[src/dhrwp_pkg.sv]
package dhrwp_pkg;

  localparam int unsigned AdcW = 12;

  // readout flag codes
  localparam logic [2:0] FLAG_RPC   = 3'd2;
  localparam logic [2:0] FLAG_SCINT = 3'd4;

  // board numbers
  localparam logic [2:0] BOARD_FWD_MID   = 3'd1;
  localparam logic [2:0] BOARD_FWD_OUTER = 3'd2;
  localparam logic [2:0] BOARD_BWD_MID   = 3'd3;
  localparam logic [2:0] BOARD_BWD_OUTER = 3'd4;

  // per-layer/plane strip maxima used for the flip
  localparam logic signed [7:0] MAXC_S3_SCINT = 8'sd38;
  localparam logic signed [7:0] MAXC_S3_RPC   = 8'sd34;
  localparam logic signed [7:0] MAXC_PHI_L1   = 8'sd37;
  localparam logic signed [7:0] MAXC_PHI_L2   = 8'sd42;
  localparam logic signed [7:0] MAXC_PHI_IN   = 8'sd36;
  localparam logic signed [7:0] MAXC_OUTER    = 8'sd48;
  localparam logic signed [7:0] MAXC_Z_SCINT  = 8'sd54;

  typedef struct packed {
    logic        is_forward;
    logic [3:0]  sector;
    logic [3:0]  layer;
    logic        plane;
    logic [5:0]  strip;
    logic [10:0] hit_time;
    logic [11:0] hit_charge;
    logic [15:0] coarse_time;
    logic        is_rpc;
  } hit_t;

  typedef struct packed {
    logic [2:0]  board_index;
    logic [1:0]  link_index;
    logic [31:0] first_word;
    logic [31:0] second_word;
  } word_t;

  typedef struct packed {
    logic  hit;
    word_t word;
  } map_res_t;

endpackage

[src/dhrwp_map.sv]
module dhrwp_map
  import dhrwp_pkg::*;
(
  input  hit_t             hit_i,
  input  logic [AdcW-1:0]  adc_offset_i,
  output map_res_t         res_o
);

  logic              mid, outer, keep, s3_bwd;
  logic [2:0]        board;
  logic [1:0]        link;
  logic [4:0]        lane;
  logic              axis;
  logic signed [7:0] maxc;
  logic signed [7:0] strip_s;
  logic signed [7:0] ch_flip;
  logic signed [7:0] ch;
  logic [2:0]        flag;
  logic [11:0]       charge;
  logic              lay_hi, lay_l1, lay_l2;

  assign lay_hi = hit_i.layer > 4'd2;
  assign lay_l1 = hit_i.layer == 4'd1;
  assign lay_l2 = hit_i.layer == 4'd2;
  assign mid    = hit_i.sector >= 4'd3 && hit_i.sector <= 4'd6;
  assign outer  = hit_i.sector == 4'd1 || hit_i.sector == 4'd2 ||
                  hit_i.sector == 4'd7 || hit_i.sector == 4'd8;
  assign s3_bwd = !hit_i.is_forward && hit_i.sector == 4'd3;

  always_comb begin
    if (hit_i.is_forward) begin
      board = mid ? BOARD_FWD_MID : BOARD_FWD_OUTER;
    end else begin
      board = mid ? BOARD_BWD_MID : BOARD_BWD_OUTER;
    end
    if (mid) begin
      link = 2'(hit_i.sector - 4'd3);
    end else if (hit_i.sector <= 4'd2) begin
      link = 2'(hit_i.sector + 4'd1);
    end else begin
      link = 2'(hit_i.sector - 4'd7);
    end
  end

  assign lane = lay_hi ? 5'(hit_i.layer) + 5'd5 : {1'b0, hit_i.layer};
  assign axis = lay_hi ? hit_i.plane : !hit_i.plane;

  always_comb begin
    maxc = 8'sd0;
    if (s3_bwd && !hit_i.plane) begin
      maxc = (hit_i.layer < 4'd3) ? MAXC_S3_SCINT : MAXC_S3_RPC;
    end else if (hit_i.plane) begin
      priority if (lay_l1) maxc = MAXC_PHI_L1;
      else if (lay_l2) maxc = MAXC_PHI_L2;
      else if (lay_hi && hit_i.layer < 4'd7) maxc = MAXC_PHI_IN;
      else if (hit_i.layer > 4'd6) maxc = MAXC_OUTER;
      else maxc = 8'sd0;
    end else begin
      priority if (lay_l1 || lay_l2) maxc = MAXC_Z_SCINT;
      else if (lay_hi) maxc = MAXC_OUTER;
      else maxc = 8'sd0;
    end
  end

  // forward outer sectors and backward 4..7 keep phi strips of outer layers unflipped
  assign keep = (hit_i.is_forward && outer) ||
                (!hit_i.is_forward && hit_i.sector >= 4'd4 && hit_i.sector <= 4'd7);

  assign strip_s = $signed({2'b00, hit_i.strip});
  assign ch_flip = (keep && lay_hi && hit_i.plane) ? strip_s : maxc - strip_s + 8'sd1;

  always_comb begin
    ch = ch_flip;
    if (hit_i.plane) begin
      if (lay_l1) begin
        ch = ch_flip + 8'sd4;
      end else if (lay_l2) begin
        ch = ch_flip + 8'sd2;
      end
    end else if (hit_i.layer < 4'd3) begin
      if (s3_bwd) begin
        if (lay_l1) begin
          if (ch_flip > 8'sd0 && ch_flip < 8'sd9) ch = 8'sd9 - ch_flip;
          else if (ch_flip > 8'sd8 && ch_flip < 8'sd39) ch = 8'sd54 - ch_flip;
        end else begin
          if (ch_flip > 8'sd0 && ch_flip < 8'sd10) ch = 8'sd10 - ch_flip;
          else if (ch_flip > 8'sd9 && ch_flip < 8'sd24) ch = 8'sd40 - ch_flip;
          else if (ch_flip > 8'sd23 && ch_flip < 8'sd39) ch = 8'sd69 - ch_flip;
        end
      end else begin
        if (ch_flip > 8'sd0 && ch_flip < 8'sd10) ch = 8'sd10 - ch_flip;
        else if (ch_flip > 8'sd9 && ch_flip < 8'sd25) ch = 8'sd40 - ch_flip;
        else if (ch_flip > 8'sd24 && ch_flip < 8'sd40) ch = 8'sd70 - ch_flip;
        else if (ch_flip > 8'sd39 && ch_flip < 8'sd55) ch = 8'sd100 - ch_flip;
      end
    end
  end

  assign flag   = hit_i.is_rpc ? FLAG_RPC : FLAG_SCINT;
  assign charge = adc_offset_i - hit_i.hit_charge;

  always_comb begin
    res_o.hit              = mid || outer;
    res_o.word.board_index = board;
    res_o.word.link_index  = link;
    res_o.word.first_word  = {flag, lane, axis, 1'b0, ch[5:0], hit_i.coarse_time};
    res_o.word.second_word = {5'b0, hit_i.hit_time, 4'b0, charge};
  end

endmodule

[src/detector_hit_readout_word_packer_core.sv]
// Hit readout word packer. Each hit beat is registered, mapped from detector
// geometry (end, sector, layer, plane, strip) to board, link, lane, axis and
// channel in one pass of shallow logic, and the two packed readout words land
// in an output register. One hit per clock is sustained while the receiver
// does not hold out_stall. Hits whose sector maps to no board
// are dropped silently. adc_offset (cfg_wr_data) sets the charge pedestal and
// should only be written while no hit is in flight.
module detector_hit_readout_word_packer_core
  import dhrwp_pkg::*;
(
  input  logic            clk,
  input  logic            rst_n,
  input  logic            in_valid,
  output logic            in_stall,
  input  hit_t            in_data,
  output logic            out_valid,
  input  logic            out_stall,
  output word_t           out_data,
  input  logic            cfg_wr_en,
  input  logic [AdcW-1:0] cfg_wr_data
);

  logic            s1_valid_r, s1_valid_nxt;
  hit_t            s1_hit_r;
  logic            out_valid_r, out_valid_nxt;
  word_t           out_word_r;
  logic [AdcW-1:0] adc_offset_r;
  logic            out_busy;
  map_res_t        map_res;

  assign out_busy = out_valid_r && out_stall;
  assign in_stall = s1_valid_r && out_busy;

  dhrwp_map u_map (
    .hit_i        (s1_hit_r),
    .adc_offset_i (adc_offset_r),
    .res_o        (map_res)
  );

  always_comb begin
    s1_valid_nxt  = in_stall ? s1_valid_r : in_valid;
    out_valid_nxt = out_busy ? out_valid_r : (s1_valid_r && map_res.hit);
  end

  always_ff @(posedge clk) begin
    if (!rst_n) begin
      s1_valid_r   <= 1'b0;
      out_valid_r  <= 1'b0;
      adc_offset_r <= '0;
    end else begin
      s1_valid_r  <= s1_valid_nxt;
      out_valid_r <= out_valid_nxt;
      if (cfg_wr_en) begin
        adc_offset_r <= cfg_wr_data;
      end
    end
  end

  always_ff @(posedge clk) begin
    if (!in_stall) begin
      s1_hit_r <= in_data;
    end
    if (!out_busy) begin
      out_word_r <= map_res.word;
    end
  end

  assign out_valid = out_valid_r;
  assign out_data  = out_word_r;

  // a hit with no board never reaches the output
  a_drop_unmapped: assert property (@(posedge clk) disable iff (!rst_n)
    s1_valid_r && !out_busy && !map_res.hit |=> !out_valid_r)
    else $error("unmapped hit produced a result beat");

  a_board_range: assert property (@(posedge clk) disable iff (!rst_n)
    out_valid_r |-> (out_word_r.board_index != 3'd0 && out_word_r.board_index <= 3'd4))
    else $error("result board out of range");

  a_hold_on_stall: assert property (@(posedge clk) disable iff (!rst_n)
    in_stall |=> s1_valid_r && $stable(s1_hit_r))
    else $error("input stage lost a stalled hit");

endmodule

[config.mk]
export PLATFORM = sky130hd
export DESIGN_NAME = detector_hit_readout_word_packer_core
export DESIGN_NICKNAME = d
export VERILOG_FILES = /design/src/dhrwp_pkg.sv /design/src/dhrwp_map.sv /design/src/detector_hit_readout_word_packer_core.sv
export SDC_FILE = /design/constraint.sdc
export NUM_CORES = 1
export LEC_CHECK = 0
export ABC_AREA = 0
export ABC_CLOCK_PERIOD_IN_PS = 7200
export BUFFER_PORTS_ARGS = -buffer_cell sky130_fd_sc_hd__buf_2
export CELL_PAD_IN_SITES_DETAIL_PLACEMENT = 1
export CELL_PAD_IN_SITES_GLOBAL_PLACEMENT = 1
export CORE_MARGIN = 10
export CORE_UTILIZATION = 36
export DETAILED_ROUTE_END_ITERATION = 16
export PLACE_DENSITY = 0.78
export SLEW_MARGIN = 20
export SYNTH_ARGS = -nofsm -noshare
export SYNTH_HDL_FRONTEND = slang
export SYNTH_HIERARCHICAL = 1
export SYNTH_SLANG_ARGS = --single-unit
export TNS_END_PERCENT = 100
[constraint.sdc]
create_clock -name clk -period 7.2 [get_ports clk]
set_input_delay 0.36 -clock clk [delete_from_list [all_inputs] [get_ports clk]]
set_output_delay 0.36 -clock clk [all_outputs]
set_load 0.005 [all_outputs]
==> results.toml, run 1 <==
[run_status]
status = "completed"

[synthesis]
avgSynthCellArea_um2 = 11.2
syn-cell-area_um2 = 7870
ys.flop_type = "edfxtp_1"
synth_common_cells = "edfxtp_1 (125), inv_1 (48), nand2_1 (46)"
yosysMostFrequentCell = "edfxtp_1"
synth_largest_area_cell = "edfxtp_1"
synth_top_area_share_pct = 47.7
syn_inst = 704
synth-edff-count = 125
synth.area.mux_share_pct = 3.10
synthXorXnorAreaFrac_pct = 2.89
ys_seq_area_share_pct = 51.3
ys_seq_elements = 139
synth_fa_ha_area_share_pct = 7.60
yosys.area_share.simple_pct = 13.1
synth.area.top_cells = "edfxtp_1 (48%), ha_1 (6.8%), buf_4 (3.9%)"
synth_cell_types = 87
ys_async_sr_fraction_pct = 0
synth_top_family_by_area = "compound AO/OA/AOI/OAI gates"
yosys_warnings = 6
synth_compound_area_share_pct = 14.0

[cts]
htreeDepth = 4
postCtsSetupBuffers = 0
clk_pin_slew_ns = 0.07
cts_resized = 0
clk_latency_ns = 0.43
cts_tree = "built"
numCtsBuffers = 17
cts_root_buffer = "clkbuf_16"
cts_sinks = 139
clock_path_buffers = 2
holdBufCountCts = 0

[timing]
final.min_clock_period_ns = 6.16
slew_viol_final = 0
finalCritPeriodShare_pct = 85.6
setup_viol = 0
worstMarginPinSlew_ns = 1.06
fmax_ghz = 0.162
hold_viol = 0
rsz0062_at_grt = "no"
skew_ns = 0.0172
tns_ns = 0
slew-limit-headroom_pct = 28.9
setup_slack_ns = 1.04

[cells_and_area]
utilization_pct = 42.6
nets = 939
areaGrowthSynthToFinish_pct = 17.3
drive_gt1_share_pct = 26.1
fin_area_um2 = 9230
fin_cells = 1116

[power]
p_per_area_nw_per_um2 = 269
seq_power_share_pct = 39.8
combPwrFrac_pct = 24.0
p_sw_w = 0.000796
p_int_w = 0.00168
netSwitchingFraction_pct = 32.1
ir_drop_mv = 0.167
p_clk_share_pct = 36.2
leakage_nw = 3.89

[drt]
vias_per_cell = 5.14
wl_per_cell_um = 19.8
drt-initial-drc-count = 333
drc = 0
ant_nets = 0
wl_mm = 22.1
vias = 5739
drtPass1Iterations = 5

[place]
io_buffers = 143
dpl.cell_count = 1081
dp_hpwl_mm = 16.6
place_area_um2 = 8630
pre_cts_slack_ns = 1.11
place_congestion = 0.964

[die]
fp.dieW_um = 168
io_pins = 144
row_count = 54
dieHeight_um = 168
start_util_pct = 36.3
coreArea_um2 = 21700
dieArea_um2 = 28200

[worst_hold_path]
hold_depth = 1
hold_start = "in_data[35]"
min_to = "s1_hit_r[35]"
hp-class = "input port to flop"

[global_route]
grt_pass1_wl_mm = 34.9
grt_max_degree = 71
antenna_found_initial = 4
grt_pass1_vias = 6269
globalRouteTotalUtil_pct = 15.5
grt_overflow = 0

[critical_path]
critPathKind = "flop to flop"
regToRegSetupSlack_ns = 1.04
cp.arrival_ns = 6.33
r2r-start = "s1_hit_r[51]"
r2r_cells = 23
rr_endpoint = "out_data[51]"
start_kind = "flop"
cp.required_ns = 7.37
cp-end-kind = "flop"
path_max_fanout = 13

[flow_run]
drv_cap = 0
==> routing by layer <==
layer	GRT usage, %	up-vias	wire length [um]
li1	-	2762	-
met1	17.8	2759	9040
met2	25.4	183	10700
met3	6.75	31	1960
met4	5.00	4	362
met5	0	-	21
==> worst max-delay path: stages, from the launching register on <==
cell	delay [ns]
edfxtp_1	0.43
ha_1	0.22
inv_1	0.11
or4_1	0.62
a21oi_1	0.18
nor2_1	0.06
ha_1	0.28
inv_1	0.06
ha_1	0.19
inv_1	0.07
fa_1	0.42
xor2_1	0.38
mux2_2	0.23
nand3_1	0.30
inv_1	0.45
ha_1	0.31
nand2_1	0.14
nor4_1	0.22
o31ai_1	0.10
buf_4	0.16
a211oi_1	0.22
mux2_1	0.36
a221oi_1	0.29
o32ai_1	0.11
==> power by group through the flow <==
stage / Combinational [W] / Clock [W] / Sequential, W
after CTS: 0.000590 / 0.000924 / 0.000988
after global routing: 0.000655 / 0.000957 / 0.000994
final: 0.000595 / 0.000899 / 0.000986
after detailed placement: 0.000586 / 0 / 0.00100
after floorplan: 0.000397 / 0 / 0.00100
after global placement: 0.000581 / 0 / 0.00100
==> cell usage in the layout (no fill, tap or decap), types with 17 or more instances in the layout <==
cell,synthesis,final
inv_1,48,48
buf_2,6,143
edfxtp_1,125,125
o21ai_0,29,29
nor2b_1,18,18
mux2i_1,21,21
xnor2_1,21,21
ha_1,43,43
clkbuf_16,0,17
a21oi_1,34,34
nor2_1,45,45
nand2_1,46,45
nor3_1,19,19
==> final cells by class <==
cell class              instances  area (um^2)
clock inverters                15          171
fillers                      2389        12500
repair buffers                153          791
well taps                     280          350
flip-flops and latches        139         4030
multi-input cells             459         3260
inverters                      50          188
clock buffers                  17          425
diodes                          3         7.51
==> metrics by stage <==
step,total power [W],hold WS [ns]
after floorplan,0.00140,0.451
after global placement,0.00158,0.400
after detailed placement,0.00159,0.405
after CTS,0.00250,0.0811
after global routing,0.00261,0.0784
final,0.00248,0.103
==> cells by family after synthesis <==
group	after synthesis
buf+inv	116
simple gates	197
other cells	1
xor+xnor	26
fa+ha+maj	46
mux	24
compound gates	155
flops	139
==> sequential cells by signal (all words and copies together), names as in the netlist <==
name          flops
out_valid         1
out_data         69
adc_offset_r     12
s1_valid_r        1
s1_hit_r         56
==> how the worst max path moves through the flow <==
stage | startpoint | endpoint | slack [ns] | depth (start not counted)
floorplan | s1_hit_r[51] | out_data[50] | 1.56 | 21
global placement | s1_hit_r[49] | out_data[51] | 1.29 | 21
detailed placement | s1_hit_r[51] | out_data[51] | 1.11 | 23
CTS | s1_hit_r[51] | out_data[51] | 1.09 | 23
global route | s1_hit_r[49] | out_data[51] | 0.47 | 21
finish | s1_hit_r[51] | out_data[51] | 1.04 | 23
(Power assumes the default switching activity.)
==> run 2, diff against run 1 <==
Settings changed: BUFFER_PORTS_ARGS -buffer_cell sky130_fd_sc_hd__buf_2 to default, CORE_MARGIN 10 to default, DONT_BUFFER_PORTS from default to 1, PLACE_DENSITY 0.78 to 0.7.
==> results.toml, run 2 (synthesis results as in run 1) <==
[power]
seq_power_share_pct = 42.1
netSwitchingFraction_pct = 31.1
p_sw_w = 0.000745
leakage_nw = 3.31
p_int_w = 0.00165
ir_drop_mv = 0.149
p_per_area_nw_per_um2 = 282
p_clk_share_pct = 36.0
p_total_w = 0.00239
combPwrFrac_pct = 21.9

[timing]
tns_ns = 0
skew_ns = 0.0186
final.min_clock_period_ns = 6.26
hold_viol = 0
worstMarginPinSlew_ns = 0.973
fmax_ghz = 0.160
slew_viol_final = 0
slew-limit-headroom_pct = 35.2
rsz0062_at_grt = "no"
setup_viol = 0
finalCritPeriodShare_pct = 87.0

[cts]
clock_path_buffers = 2
clk_pin_slew_ns = 0.07
cts_tree = "built"
cts_root_buffer = "clkbuf_16"
cts_sinks = 139
cts_resized = 0
numCtsBuffers = 17
holdBufCountCts = 0
htreeDepth = 4
clk_latency_ns = 0.43
postCtsSetupBuffers = 0

[global_route]
grt_pass1_vias = 5691
antenna_found_initial = 3
grt_max_degree = 71
grt_pass1_wl_mm = 32.0
grt_overflow = 0
globalRouteTotalUtil_pct = 19.1

[critical_path]
critPathMaxStageDelay_ns = 0.61
cp-end-kind = "flop"
cp_slowest_cell = "nor3_2"
critPathKind = "flop to flop"
cp.required_ns = 7.43
rr_endpoint = "out_data[50]"
cp.arrival_ns = 6.49
path_max_fanout = 11
endpoint = "out_data[50]"
r2r-start = "s1_hit_r[49]"
regToRegSetupSlack_ns = 0.94
start_kind = "flop"
crit_path_start = "s1_hit_r[49]"
crit_chain = "nor2_1, nand2_1, nor2_1, nor2_1, ha_1, inv_1, ha_1, inv_1, fa_1, xor2_1, mux2_2, nand3_1, inv_1, ha_1, a22o_1, nor3_2, mux2_2, a2111o_1, a311o_1, o311ai_1"
r2r_cells = 20

[worst_hold_path]
hold_depth = 0
hp-class = "input port to flop"

[drt]
drtPass1Iterations = 4
ant_nets = 0
drc = 0
wl_mm = 21.0
vias_per_cell = 5.51
drt-initial-drc-count = 251
vias = 5329
wl_per_cell_um = 21.7

[die]
dieArea_um2 = 22400
dieHeight_um = 150
start_util_pct = 37.1
coreArea_um2 = 21200
fp.dieW_um = 150
io_pins = 144
row_count = 53

[cells_and_area]
largest_reg_flops = 69
final_common_cell = "edfxtp_1"
fin_area_um2 = 8500
areaGrowthSynthToFinish_pct = 8.09
nets = 797
layout_common_cells = "edfxtp_1 (125), inv_1 (48), nand2_1 (45), nor2_1 (45), ha_1 (43)"
drive_gt1_share_pct = 10.9

[place]
place_area_um2 = 7910
dp_hpwl_mm = 15.9
io_buffers = 0
place_congestion = 0.990

[run_status]
status = "completed"

[flow_run]
drv_cap = 0
run 2: worst max-delay path, delay by kind of cell (launching register included):
kind | cells | cell delay (ns)
and+or+nand+nor | 6 | 2.07
buffers and inverters | 3 | 0.28
adders and majority gates | 4 | 1.19
DFF | 1 | 0.52
xor gates and xnor gates | 1 | 0.25
muxes | 2 | 0.71
AOI/OAI and AO/OA | 4 | 1.05
run 2: worst min-delay path by stage:
stage / from / endpoint / slack, ns
after global routing: in_data[40] / s1_hit_r[40] / 0.003
after global placement: s1_hit_r[29] / out_data[16] / 0.40
after floorplan: s1_valid_r / out_valid / 0.45
final: in_data[40] / s1_hit_r[40] / 0.02
after detailed placement: s1_hit_r[10] / out_data[41] / 0.41
after CTS: in_data[40] / s1_hit_r[40] / 0.007
run 2: layout make-up:
type | count | area, um^2
antenna | 1 | 2.50
clock buffer | 18 | 439
clock inverter | 14 | 150
fill | 2328 | 12700
inverter | 50 | 188
multi-input combinational | 459 | 3260
sequential | 139 | 4030
tap | 275 | 344
timing repair buffer | 11 | 82.6
run 2: per-stage QoR:
stage          util (%)  cells  setup slack [ns]  hold WS [ns]
2_1_floorplan         -    714              1.56         0.451
3_3_place_gp       37.3    934              1.15         0.400
3_5_place_dp       37.3    934             0.953         0.406
4_1_cts            40.1    966             0.962       0.00650
5_1_grt            40.1    967             0.525       0.00300
6_report           40.1    967             0.937        0.0244
run 2: routing by layer:
metal | global-route usage (%) | up-vias | part of all wire (%)
met1 | 22.2 | 2636 | 40
li1 | - | 2482 | -
met4 | 8.03 | 4 | 2.3
met2 | 32.7 | 170 | 51
met3 | 5.73 | 37 | 6.4
met5 | 0 | - | 0.11
run 2: power by group through the flow:
stage	combinational, W	sequential, W	clock (W)
2_1_floorplan	0.000397	0.00100	0
3_5_place_dp	0.000518	0.00103	0
5_1_grt	0.000571	0.00102	0.000909
4_1_cts	0.000520	0.00101	0.000884
6_report	0.000526	0.00101	0.000861
3_3_place_gp	0.000511	0.00102	0
==> run 3, diff against run 2 <==
Settings changed: GPL_TIMING_DRIVEN from default to 0.
==> results.toml, run 3 (synthesis results as in run 1) <==
[drt]
wl_met2_mm = 10.7
drc = 0
drtPass1Iterations = 4
wl_per_cell_um = 20.5
highest_layer = "met5"
ant_nets = 0
drt-initial-drc-count = 251
routed-wl-met3_mm = 1.19
wl_mm = 21.2
vias = 5519
vias_per_cell = 5.36
wl_met1_mm = 8.94

[power]
ir_drop_mv = 0.144
p_total_w = 0.00242
leakage_nw = 3.59
p_per_area_nw_per_um2 = 269

[global_route]
grt_max_degree = 59
grt_pass1_vias = 5764
globalRouteTotalUtil_pct = 19.5
grt_pass1_wl_mm = 32.6
antenna_found_initial = 2
grt_overflow = 0

[critical_path]
critPathTopFamily = "compound AO/OA/AOI/OAI gates"
path_buf_inv = 6
critPathMaxStageDelay_ns = 0.48
cp-end-kind = "flop"
path_depth = 25
path_max_fanout = 11
cp.arrival_ns = 7.01
cp.required_ns = 7.38
cp_slowest_cell = "edfxtp_1"
crit_top_cell = "ha_1"
r2r_cells = 25
critPathKind = "flop to flop"
start_kind = "flop"

[cells_and_area]
areaGrowthSynthToFinish_pct = 14.6
drive_gt1_share_pct = 16.6
fin_area_um2 = 9010
nets = 861
multi_input_area_um2 = 3310
fillers = 2321
register_area_um2 = 4030
layout_common_cells = "edfxtp_1 (125), inv_1 (47), nand2_1 (45), nor2_1 (45), ha_1 (43)"
num_antenna_cells = 0
final_common_cell = "edfxtp_1"
fin_cells = 1030
largest_reg_flops = 69

[timing]
fmax_ghz = 0.146
skew_ns = 0.0102
hold_viol = 0
setup_viol = 0
setup_slack_ns = 0.370
finalCritPeriodShare_pct = 94.9
slew_viol_final = 0
rsz0062_at_grt = "yes"
final.min_clock_period_ns = 6.83
worstMarginPinSlew_ns = 0.751
slew-limit-headroom_pct = 50.0

[cts]
postCtsSetupBuffers = 0
cts_sinks = 139
cts_tree = "built"
htreeDepth = 4
clk_latency_ns = 0.42
cts_root_buffer = "clkbuf_16"
clk_pin_slew_ns = 0.07
numCtsBuffers = 17
clock_path_buffers = 2

[worst_hold_path]
hold_depth = 0
hp-class = "input port to flop"

[run_status]
status = "completed"

[die]
dieArea_um2 = 22400
io_pins = 144
start_util_pct = 37.1
dieHeight_um = 150
row_count = 53
coreArea_um2 = 21200
fp.dieW_um = 150

[place]
io_buffers = 0
dp_hpwl_mm = 15.9
place_area_um2 = 8330
dpl.cell_count = 992
place_congestion = 0.943
pre_cts_slack_ns = -0.131

[flow_run]
drv_cap = 0
-- run 3: changes by cell type in the layout (fill, tap and decap cells not counted), moves of 2 or more --
cell	before	now
buf_4	11	41
clkinv_4	2	0
buf_1	0	3
inv_6	4	9
dlygate4sd3_1	0	7
buf_6	0	4
inv_8	4	2
buf_2	0	7
clkbuf_1	0	10
-- run 3: path summary, 6_finish.rpt --
kind                            slack (ns)         start           end
worst min-delay path                  0.02   in_data[54]  s1_hit_r[54]
worst max-delay path                  0.37  s1_hit_r[48]  out_data[53]
worst max register to register        0.37  s1_hit_r[48]  out_data[53]
worst min register to register        0.51   s1_hit_r[2]  out_data[33]
-- run 3: metal layers --
layer	vias to the layer above	GRT usage, %
met2	175	33.3
met1	2701	23.5
li1	2608	-
met5	-	0
met4	4	6.72
met3	31	5.18
-- run 3: report_power, final --
group          switching (W)  internal [W]  total, W
Combinational       0.000350      0.000209  0.000559
Sequential         0.0000452      0.000959   0.00100
Clock               0.000372      0.000489  0.000861
-- run 3: repair_timing --
item                       in CTS  in global routing
resized for setup               1                  7
hold buffers                    7                  0
setup endpoints to repair       3                  5
hold endpoints to repair        7                  0
pin swaps                       0                  0
-- run 3: area by class of cell --
type	instances	share of cell area, %
buffer	65	4.85
clock buffer	17	4.72
clock inverter	15	1.68
inverter	50	2.12
multi-input combinational	459	36.7
sequential	139	44.8
tap	275	3.82
timing repair buffer	10	1.36
-- run 3: metrics by stage --
stage	utilization, %	hold WS [ns]	setup TNS [ns]
5_1_grt	42.5	0.000598	-0.0317
6_report	42.5	0.0227	0
2_1_floorplan	-	0.451	0
4_1_cts	42.3	0.00111	0
3_3_place_gp	38.9	0.459	-2.41
3_5_place_dp	39.2	0.459	-0.241
-- run 3: worst register-to-register path, stage by stage (launching register included) --
cell and delay [ns]:
edfxtp_1 0.48, inv_2 0.13, ha_1 0.14, clkbuf_1 0.34
nand2_1 0.31, clkbuf_2 0.33, a21oi_1 0.21, nor2_1 0.06
ha_1 0.27, inv_1 0.06, ha_1 0.18, inv_1 0.06
fa_1 0.45, xor2_1 0.27, mux2_2 0.31, nand3_1 0.30
buf_2 0.33, ha_1 0.34, a21oi_1 0.14, a21oi_1 0.28
nor3b_1 0.36, o21a_1 0.41, nor3_1 0.11, o31ai_1 0.38
o211ai_1 0.15, a31o_1 0.21
